===== src/rtl/sensor_frame_checksum_parser_macros.svh =====
// Assertion macros used by the sensor frame parser output buffer.
`ifndef SENSOR_FRAME_CHECKSUM_PARSER_MACROS_SVH
`define SENSOR_FRAME_CHECKSUM_PARSER_MACROS_SVH

// Same-cycle implication, sampled on clk and disabled while rst_n is low.
`define SFCP_ASSERT_SAME(label, ante, cons, msg) \
    label: assert property (@(posedge clk) disable iff (!rst_n) (ante) |-> (cons)) \
        else $error(msg);

// Next-cycle implication, sampled on clk and disabled while rst_n is low.
`define SFCP_ASSERT_NEXT(label, ante, cons, msg) \
    label: assert property (@(posedge clk) disable iff (!rst_n) (ante) |=> (cons)) \
        else $error(msg);

`endif


===== src/rtl/sfcp_pkg.sv =====
// Types and constants shared by the sensor frame parser modules.
package sfcp_pkg;

    localparam int unsigned STORE_DEPTH = 10;
    localparam int unsigned IDX_W       = $clog2(STORE_DEPTH);

    localparam logic [7:0] HDR_BYTE   = 8'h5A;
    localparam logic [7:0] TYPE_LIGHT = 8'h15;
    localparam logic [7:0] TYPE_ENV   = 8'h45;
    localparam logic [7:0] LEN_LIGHT  = 8'd4;
    localparam logic [7:0] LEN_ENV    = 8'd10;

    localparam logic [1:0] STATUS_LIGHT   = 2'd0;
    localparam logic [1:0] STATUS_ENV     = 2'd1;
    localparam logic [1:0] STATUS_SUM_ERR = 2'd2;

    // Packed output word width: lux, temp, press, hum, altitude.
    localparam int unsigned OUT_DATA_W = 112;

    typedef enum logic [2:0] {
        PH_HUNT0 = 3'd0,
        PH_HUNT1 = 3'd1,
        PH_TYPE  = 3'd2,
        PH_LEN   = 3'd3,
        PH_DATA  = 3'd4,
        PH_SUM   = 3'd5
    } phase_t;

    typedef struct packed {
        logic [1:0]  status;
        logic [31:0] lux_raw;
        logic [15:0] temp_raw;
        logic [31:0] press_raw;
        logic [15:0] hum_raw;
        logic [15:0] altitude_m;
    } result_t;

endpackage


===== src/rtl/sfcp_parser.sv =====
// Frame parser: header hunt, running checksum, data capture and result decode.
module sfcp_parser
(
    input  logic                   clk,
    input  logic                   rst_n,
    input  logic                   byte_valid,
    input  logic [7:0]             byte_data,
    output logic                   res_valid,
    output sfcp_pkg::result_t      res
);
    import sfcp_pkg::*;

    phase_t     phase_reg,  phase_next;
    logic [7:0] sum_reg,    sum_next;
    logic [7:0] type_reg,   type_next;
    logic [7:0] len_reg,    len_next;
    logic [7:0] index_reg,  index_next;
    logic [7:0] index_inc;
    logic [7:0] payload_reg [STORE_DEPTH];
    logic       store_en;

    assign index_inc = index_reg + 8'd1;
    assign store_en  = byte_valid && (phase_reg == PH_DATA)
                       && (index_reg < 8'(STORE_DEPTH));

    // Next state and result decode for the word presented this cycle.
    always_comb
    begin
        phase_next = phase_reg;
        sum_next   = sum_reg;
        type_next  = type_reg;
        len_next   = len_reg;
        index_next = index_reg;
        res_valid  = 1'b0;
        res        = '0;
        if (byte_valid)
        begin
            case (phase_reg)
                PH_HUNT1:
                begin
                    if (byte_data == HDR_BYTE)
                    begin
                        sum_next   = sum_reg + byte_data;
                        phase_next = PH_TYPE;
                    end
                    else
                    begin
                        phase_next = PH_HUNT0;
                    end
                end
                PH_TYPE:
                begin
                    type_next  = byte_data;
                    sum_next   = sum_reg + byte_data;
                    phase_next = PH_LEN;
                end
                PH_LEN:
                begin
                    len_next   = byte_data;
                    index_next = 8'd0;
                    sum_next   = sum_reg + byte_data;
                    phase_next = (byte_data == 8'd0) ? PH_SUM : PH_DATA;
                end
                PH_DATA:
                begin
                    sum_next   = sum_reg + byte_data;
                    index_next = index_inc;
                    if (index_inc >= len_reg)
                    begin
                        phase_next = PH_SUM;
                    end
                end
                PH_SUM:
                begin
                    phase_next = PH_HUNT0;
                    if (byte_data != sum_reg)
                    begin
                        res_valid  = 1'b1;
                        res.status = STATUS_SUM_ERR;
                    end
                    else if (type_reg == TYPE_LIGHT && len_reg == LEN_LIGHT)
                    begin
                        res_valid   = 1'b1;
                        res.status  = STATUS_LIGHT;
                        res.lux_raw = {payload_reg[0], payload_reg[1],
                                       payload_reg[2], payload_reg[3]};
                    end
                    else if (type_reg == TYPE_ENV && len_reg == LEN_ENV)
                    begin
                        res_valid      = 1'b1;
                        res.status     = STATUS_ENV;
                        res.temp_raw   = {payload_reg[0], payload_reg[1]};
                        res.press_raw  = {payload_reg[2], payload_reg[3],
                                          payload_reg[4], payload_reg[5]};
                        res.hum_raw    = {payload_reg[6], payload_reg[7]};
                        res.altitude_m = {payload_reg[8], payload_reg[9]};
                    end
                end
                default:
                begin
                    // Hunting the first header byte; unused codes land here too.
                    if (byte_data == HDR_BYTE)
                    begin
                        sum_next   = byte_data;
                        phase_next = PH_HUNT1;
                    end
                    else
                    begin
                        phase_next = PH_HUNT0;
                    end
                end
            endcase
        end
    end

    // Control state registers.
    always_ff @(posedge clk or negedge rst_n)
    begin
        if (!rst_n)
        begin
            phase_reg <= PH_HUNT0;
            sum_reg   <= '0;
            type_reg  <= '0;
            len_reg   <= '0;
            index_reg <= '0;
        end
        else
        begin
            phase_reg <= phase_next;
            sum_reg   <= sum_next;
            type_reg  <= type_next;
            len_reg   <= len_next;
            index_reg <= index_next;
        end
    end

    // Capture of the first data bytes of a frame.
    always_ff @(posedge clk)
    begin
        if (store_en)
        begin
            payload_reg[index_reg[IDX_W-1:0]] <= byte_data;
        end
    end

endmodule


===== src/rtl/sfcp_out_buf.sv =====
// Result register with a skid stage between the parser and the output stream.
`include "sensor_frame_checksum_parser_macros.svh"

module sfcp_out_buf
(
    input  logic                   clk,
    input  logic                   rst_n,
    input  logic                   in_valid,
    input  sfcp_pkg::result_t      in_res,
    output logic                   in_ready,
    output logic                   out_valid,
    input  logic                   out_ready,
    output sfcp_pkg::result_t      out_res
);
    import sfcp_pkg::*;

    logic    out_valid_reg,  out_valid_next;
    logic    skid_valid_reg, skid_valid_next;
    result_t out_res_reg,    out_res_next;
    result_t skid_res_reg,   skid_res_next;

    assign in_ready  = !skid_valid_reg;
    assign out_valid = out_valid_reg;
    assign out_res   = out_res_reg;

    // The output register refills from the skid stage first, else from the parser.
    always_comb
    begin
        out_valid_next  = out_valid_reg;
        skid_valid_next = skid_valid_reg;
        out_res_next    = out_res_reg;
        skid_res_next   = skid_res_reg;
        if (!out_valid_reg || out_ready)
        begin
            if (skid_valid_reg)
            begin
                out_valid_next  = 1'b1;
                out_res_next    = skid_res_reg;
                skid_valid_next = 1'b0;
            end
            else
            begin
                out_valid_next = in_valid;
                out_res_next   = in_res;
            end
        end
        else if (in_valid)
        begin
            skid_valid_next = 1'b1;
            skid_res_next   = in_res;
        end
    end

    // Valid flags.
    always_ff @(posedge clk or negedge rst_n)
    begin
        if (!rst_n)
        begin
            out_valid_reg  <= 1'b0;
            skid_valid_reg <= 1'b0;
        end
        else
        begin
            out_valid_reg  <= out_valid_next;
            skid_valid_reg <= skid_valid_next;
        end
    end

    // Result payloads.
    always_ff @(posedge clk)
    begin
        out_res_reg  <= out_res_next;
        skid_res_reg <= skid_res_next;
    end

    `SFCP_ASSERT_SAME(a_skid_behind_out, skid_valid_reg, out_valid_reg,
        "skid stage holds a word while the output register is empty")
    `SFCP_ASSERT_NEXT(a_stall_fills_skid,
        out_valid_reg && !out_ready && !skid_valid_reg && in_valid, skid_valid_reg,
        "stalled result was dropped instead of parked in the skid stage")
    `SFCP_ASSERT_NEXT(a_skid_drains, skid_valid_reg && out_ready,
        out_valid_reg && !skid_valid_reg,
        "skid stage did not move into the output register")
    `SFCP_ASSERT_NEXT(a_idle_empties,
        out_valid_reg && out_ready && !skid_valid_reg && !in_valid, !out_valid_reg,
        "output stayed valid after its word was taken")

endmodule


===== src/rtl/sensor_frame_checksum_parser.sv =====
// Top level of the framed sensor report parser.
//
//   channel   dir  tdata                              tuser
//   s_axis    in   rx_byte[7:0]                       -
//   m_axis    out  lux,temp,press,hum,alt (112 bits)  status[1:0]
//
// One received word is taken per cycle while s_axis_tready is high; the
// header, type, length and data bytes update the phase and running sum in that
// same cycle, the checksum byte the phase alone. Results reach m_axis registered.
// A stalled result waits in the output register; a second one parks in the
// skid stage, and s_axis_tready drops only while that stage is occupied.
// Reset (rst_n low) returns the parser to the header hunt with an empty output.
module sensor_frame_checksum_parser
(
    input  logic                               clk,
    input  logic                               rst_n,
    input  logic                               s_axis_tvalid,
    output logic                               s_axis_tready,
    input  logic [7:0]                         s_axis_tdata,   // [7:0] rx_byte
    output logic                               m_axis_tvalid,
    input  logic                               m_axis_tready,
    output logic [sfcp_pkg::OUT_DATA_W-1:0]    m_axis_tdata,   // [31:0] lux_raw,
                                                               // [47:32] temp_raw,
                                                               // [79:48] press_raw,
                                                               // [95:80] hum_raw,
                                                               // [111:96] altitude_m
    output logic [1:0]                         m_axis_tuser    // [1:0] status
);
    import sfcp_pkg::*;

    logic    byte_accept;
    logic    res_valid;
    result_t res;
    result_t out_res;

    assign byte_accept = s_axis_tvalid && s_axis_tready;

    sfcp_parser u_parser
    (
        .clk        (clk),
        .rst_n      (rst_n),
        .byte_valid (byte_accept),
        .byte_data  (s_axis_tdata),
        .res_valid  (res_valid),
        .res        (res)
    );

    sfcp_out_buf u_out_buf
    (
        .clk       (clk),
        .rst_n     (rst_n),
        .in_valid  (res_valid),
        .in_res    (res),
        .in_ready  (s_axis_tready),
        .out_valid (m_axis_tvalid),
        .out_ready (m_axis_tready),
        .out_res   (out_res)
    );

    // Pack the result word, first field in the lowest bits.
    assign m_axis_tdata = {out_res.altitude_m, out_res.hum_raw, out_res.press_raw,
                           out_res.temp_raw, out_res.lux_raw};
    assign m_axis_tuser = out_res.status;

endmodule


===== config.mk =====
export PLATFORM = sky130hd
export DESIGN_NAME = sensor_frame_checksum_parser
export DESIGN_NICKNAME = d
export VERILOG_FILES = /design/src/rtl/sfcp_pkg.sv /design/src/rtl/sfcp_parser.sv /design/src/rtl/sfcp_out_buf.sv /design/src/rtl/sensor_frame_checksum_parser.sv
export VERILOG_INCLUDE_DIRS = /design/src /design/src/rtl
export SDC_FILE = /design/constraint.sdc
export NUM_CORES = 1
export LEC_CHECK = 0
export ABC_AREA = 1
export BUFFER_PORTS_ARGS = -buffer_cell sky130_fd_sc_hd__buf_2
export CORE_ASPECT_RATIO = 0.8
export CORE_MARGIN = 1
export CORE_UTILIZATION = 35
export DETAILED_ROUTE_END_ITERATION = 7
export SLEW_MARGIN = 20
export SYNTH_ARGS = -nofsm -noshare
export SYNTH_HDL_FRONTEND = slang
export SYNTH_HIERARCHICAL = 1
export SYNTH_SLANG_ARGS = --single-unit

===== constraint.sdc =====
create_clock -name clk -period 21.9 [get_ports clk]
set_input_delay 4.38 -clock clk [delete_from_list [all_inputs] [get_ports clk]]
set_output_delay 4.38 -clock clk [all_outputs]
set_load 0.03 [all_outputs]

==> flow_summary.json <==
{
  "outcome": "finished clean",
  "cpMaxStageDelayCell": "buf_4",
  "die_area_um2": 41300,
  "diodes": 0,
  "ir_worst_vdd_mv": 0.0501,
  "drive_gt1_frac": 0.147,
  "worstHoldStart": "u_parser/sum_reg[6]",
  "cts_sinks": 345,
  "portBuffers": 127,
  "vias_per_cell": 4.56,
  "min_period_over_period": 0.341,
  "slew_viol_final": 0,
  "arrival_ns": 7.62,
  "core_area_um2": 39700,
  "drt_iter0_markers": 716,
  "path_clk_slew_ns": 0.06,
  "grt-busiest-layer": "met2",
  "yosys-top-cells-area": "edfxtp_1 (65%), nand2_1 (12%), dfrtp_1 (6.5%)",
  "rr_worst_depth": 10,
  "grt_max_degree": 89,
  "io-pin-count": 128,
  "cts_root_buffer": "clkbuf_16",
  "gp_congestion": 0.834,
  "worstSetupStartpointType": "input pin",
  "dp.cells": 1881,
  "netlist_top_cells_count": "nand2_1 (455), edfxtp_1 (308), inv_1 (142)",
  "end_kind": "register",
  "post-cts-setup-buffer-count": 0,
  "cts_tree": "built",
  "setup_viol": 0,
  "finalWirelength_um": 30300,
  "max_clock_freq_ghz": 0.134,
  "synth_edf_count": 308,
  "utilization": 0.416,
  "required_ns": 22.04,
  "hp-class": "reg -> reg",
  "p_total_w": 0.00146,
  "rows": 65,
  "antenna_found_initial": 2,
  "fin_cells": 1947,
  "cp_max_fo": 66,
  "hold_viol": 0,
  "reg2reg_slack_ns": 18.19,
  "vias": 8874,
  "rsz0062_at_grt": "no",
  "yosysMostFrequentCell": "nand2_1",
  "use_met3": 0.0301,
  "die-height_um": 182,
  "holdPathStages": 2,
  "syn_area_per_cell_um2": 11.3,
  "die_w_um": 227,
  "cts_resized": 0,
  "start_util": 0.357,
  "area_growth_pct": 16.6,
  "drc_errors": 0,
  "synth_cell_type_count": 31,
  "syn-num-nets": 1287,
  "num-nets-final": 1417,
  "fin_hold_ws_ns": 0.492,
  "synth_top_cell_area_share": 0.653,
  "crit_type": "in -> reg",
  "tightest_slew_ns": 1.04,
  "use_met2": 0.223,
  "h-tree-depth": 2,
  "yosys.area.top_type": "edfxtp_1",
  "synth_seq_cells": 345,
  "grt_use_met1": 0.218,
  "grt_pass1_vias": 8697,
  "cap_violations": 0,
  "overflow": 0,
  "yosys_warnings": 6,
  "layout_min_cycle_time_ns": 7.48,
  "ctsLongestPathBuffers": 3,
  "grtUsageTotal": 0.149,
  "ys_async_sr_fraction": 0.107,
  "rr_startpoint": "u_out_buf/skid_valid_reg",
  "first_pass_iters": 6,
  "grt_pass1_wl_um": 47800,
  "routedWlPerCell_um": 15.6,
  "ant_nets": 0,
  "cp_cell_sequence": "buf_2, ha_1, nor2_1, nand4_2, nand2_1, nand3_1, inv_1, nor2_4, buf_4",
  "power_density_nw_per_um2": 88.1,
  "synth_flop_cell": "edfxtp_1",
  "setup-tns-final_ns": 0,
  "syn_area_um2": 14200,
  "max_stage_delay_ns": 0.80,
  "clk_latency_ns": 0.52,
  "slew-limit-headroom": 0.305,
  "cts_made_buffers": 37,
  "hpwl_um": 18900,
  "power.leakage_nw": 7.33,
  "min_to": "u_parser/sum_reg[6]",
  "skew_ns": 0.00977,
  "synth_seq_area_share": 0.718,
  "r2r_end": "u_out_buf/skid_res_reg[4]",
  "synthesis.instances": 1255,
  "hold_buffers": 0
}
## worst max path at each step
| stage | from | end | slack, ns | depth (start not counted) |
|---|---|---|---|---|
| after global placement | s_axis_tdata[5] | u_out_buf/skid_res_reg[112] | 13.97 | 9 |
| after CTS | s_axis_tdata[3] | u_out_buf/skid_res_reg[59] | 14.46 | 9 |
| after global routing | s_axis_tdata[3] | u_out_buf/skid_res_reg[96] | 14.23 | 9 |
| after detailed placement | s_axis_tdata[5] | u_out_buf/skid_res_reg[79] | 13.91 | 9 |
| final | s_axis_tdata[5] | u_out_buf/skid_res_reg[4] | 14.42 | 9 |
| after floorplan | m_axis_tready | u_out_buf/skid_res_reg[0] | 9.29 | 3 |
## power breakdown
group,internal [W],switching (W)
clock network,0.000396,0.000246
registers,0.000717,0.00000610
logic,0.0000342,0.0000572
## through the flow
stage,instance area (um^2),setup slack [ns]
2_1_floorplan,14200,9.29
3_3_place_gp,15200,13.97
6_report,16500,14.42
4_1_cts,16500,14.46
3_5_place_dp,15200,13.91
5_1_grt,16500,14.23
## layout make-up
| type | instances | area [um^2] |
|---|---|---|
| repair buffers | 135 | 716 |
| inverters | 146 | 551 |
| multi-input cells | 720 | 3150 |
| clock inverters | 14 | 211 |
| well taps | 536 | 671 |
| flip-flops and latches | 345 | 10200 |
| clock buffers | 51 | 1050 |
| fillers | 3818 | 23200 |
## kinds of logic after synthesis
family          after synthesis  share of synthesized area
compound gates               36                     0.0134
xor+xnor                      8                    0.00548
fa+ha+maj                    20                     0.0182
buf+inv                     190                     0.0608
flops                       345                      0.718
simple gates                656                      0.184
## per-layer routing
| metal | share of wire | routed length (um) |
|---|---|---|
| met1 | 0.47 | 14300 |
| met2 | 0.44 | 13400 |
| met3 | 0.060 | 1830 |
| met4 | 0.025 | 761 |
| met5 | 0.00066 | 20 |
## cells in the final DEF (no fill, tap or decap), drive strengths merged, types with 5 or more instances in the layout
master,synthesis,layout
bufinv,0,5
ha,19,19
inv,146,148
xor2,6,6
nor2,124,124
edfxtp,308,308
dfrtp,37,37
nand3,22,22
clkinv,0,6
nand2,457,457
a21oi,5,5
nor3,40,40
nand4,8,8
clkbuf,7,51
o21ai,25,25
buf,37,135
## critical path, delay by kind of cell
kind,cells,cell delay [ns]
fa+ha+maj,1,0.44
buf+inv,3,1.12
simple gates,5,1.59
Power figures use the tool's default switching activity.
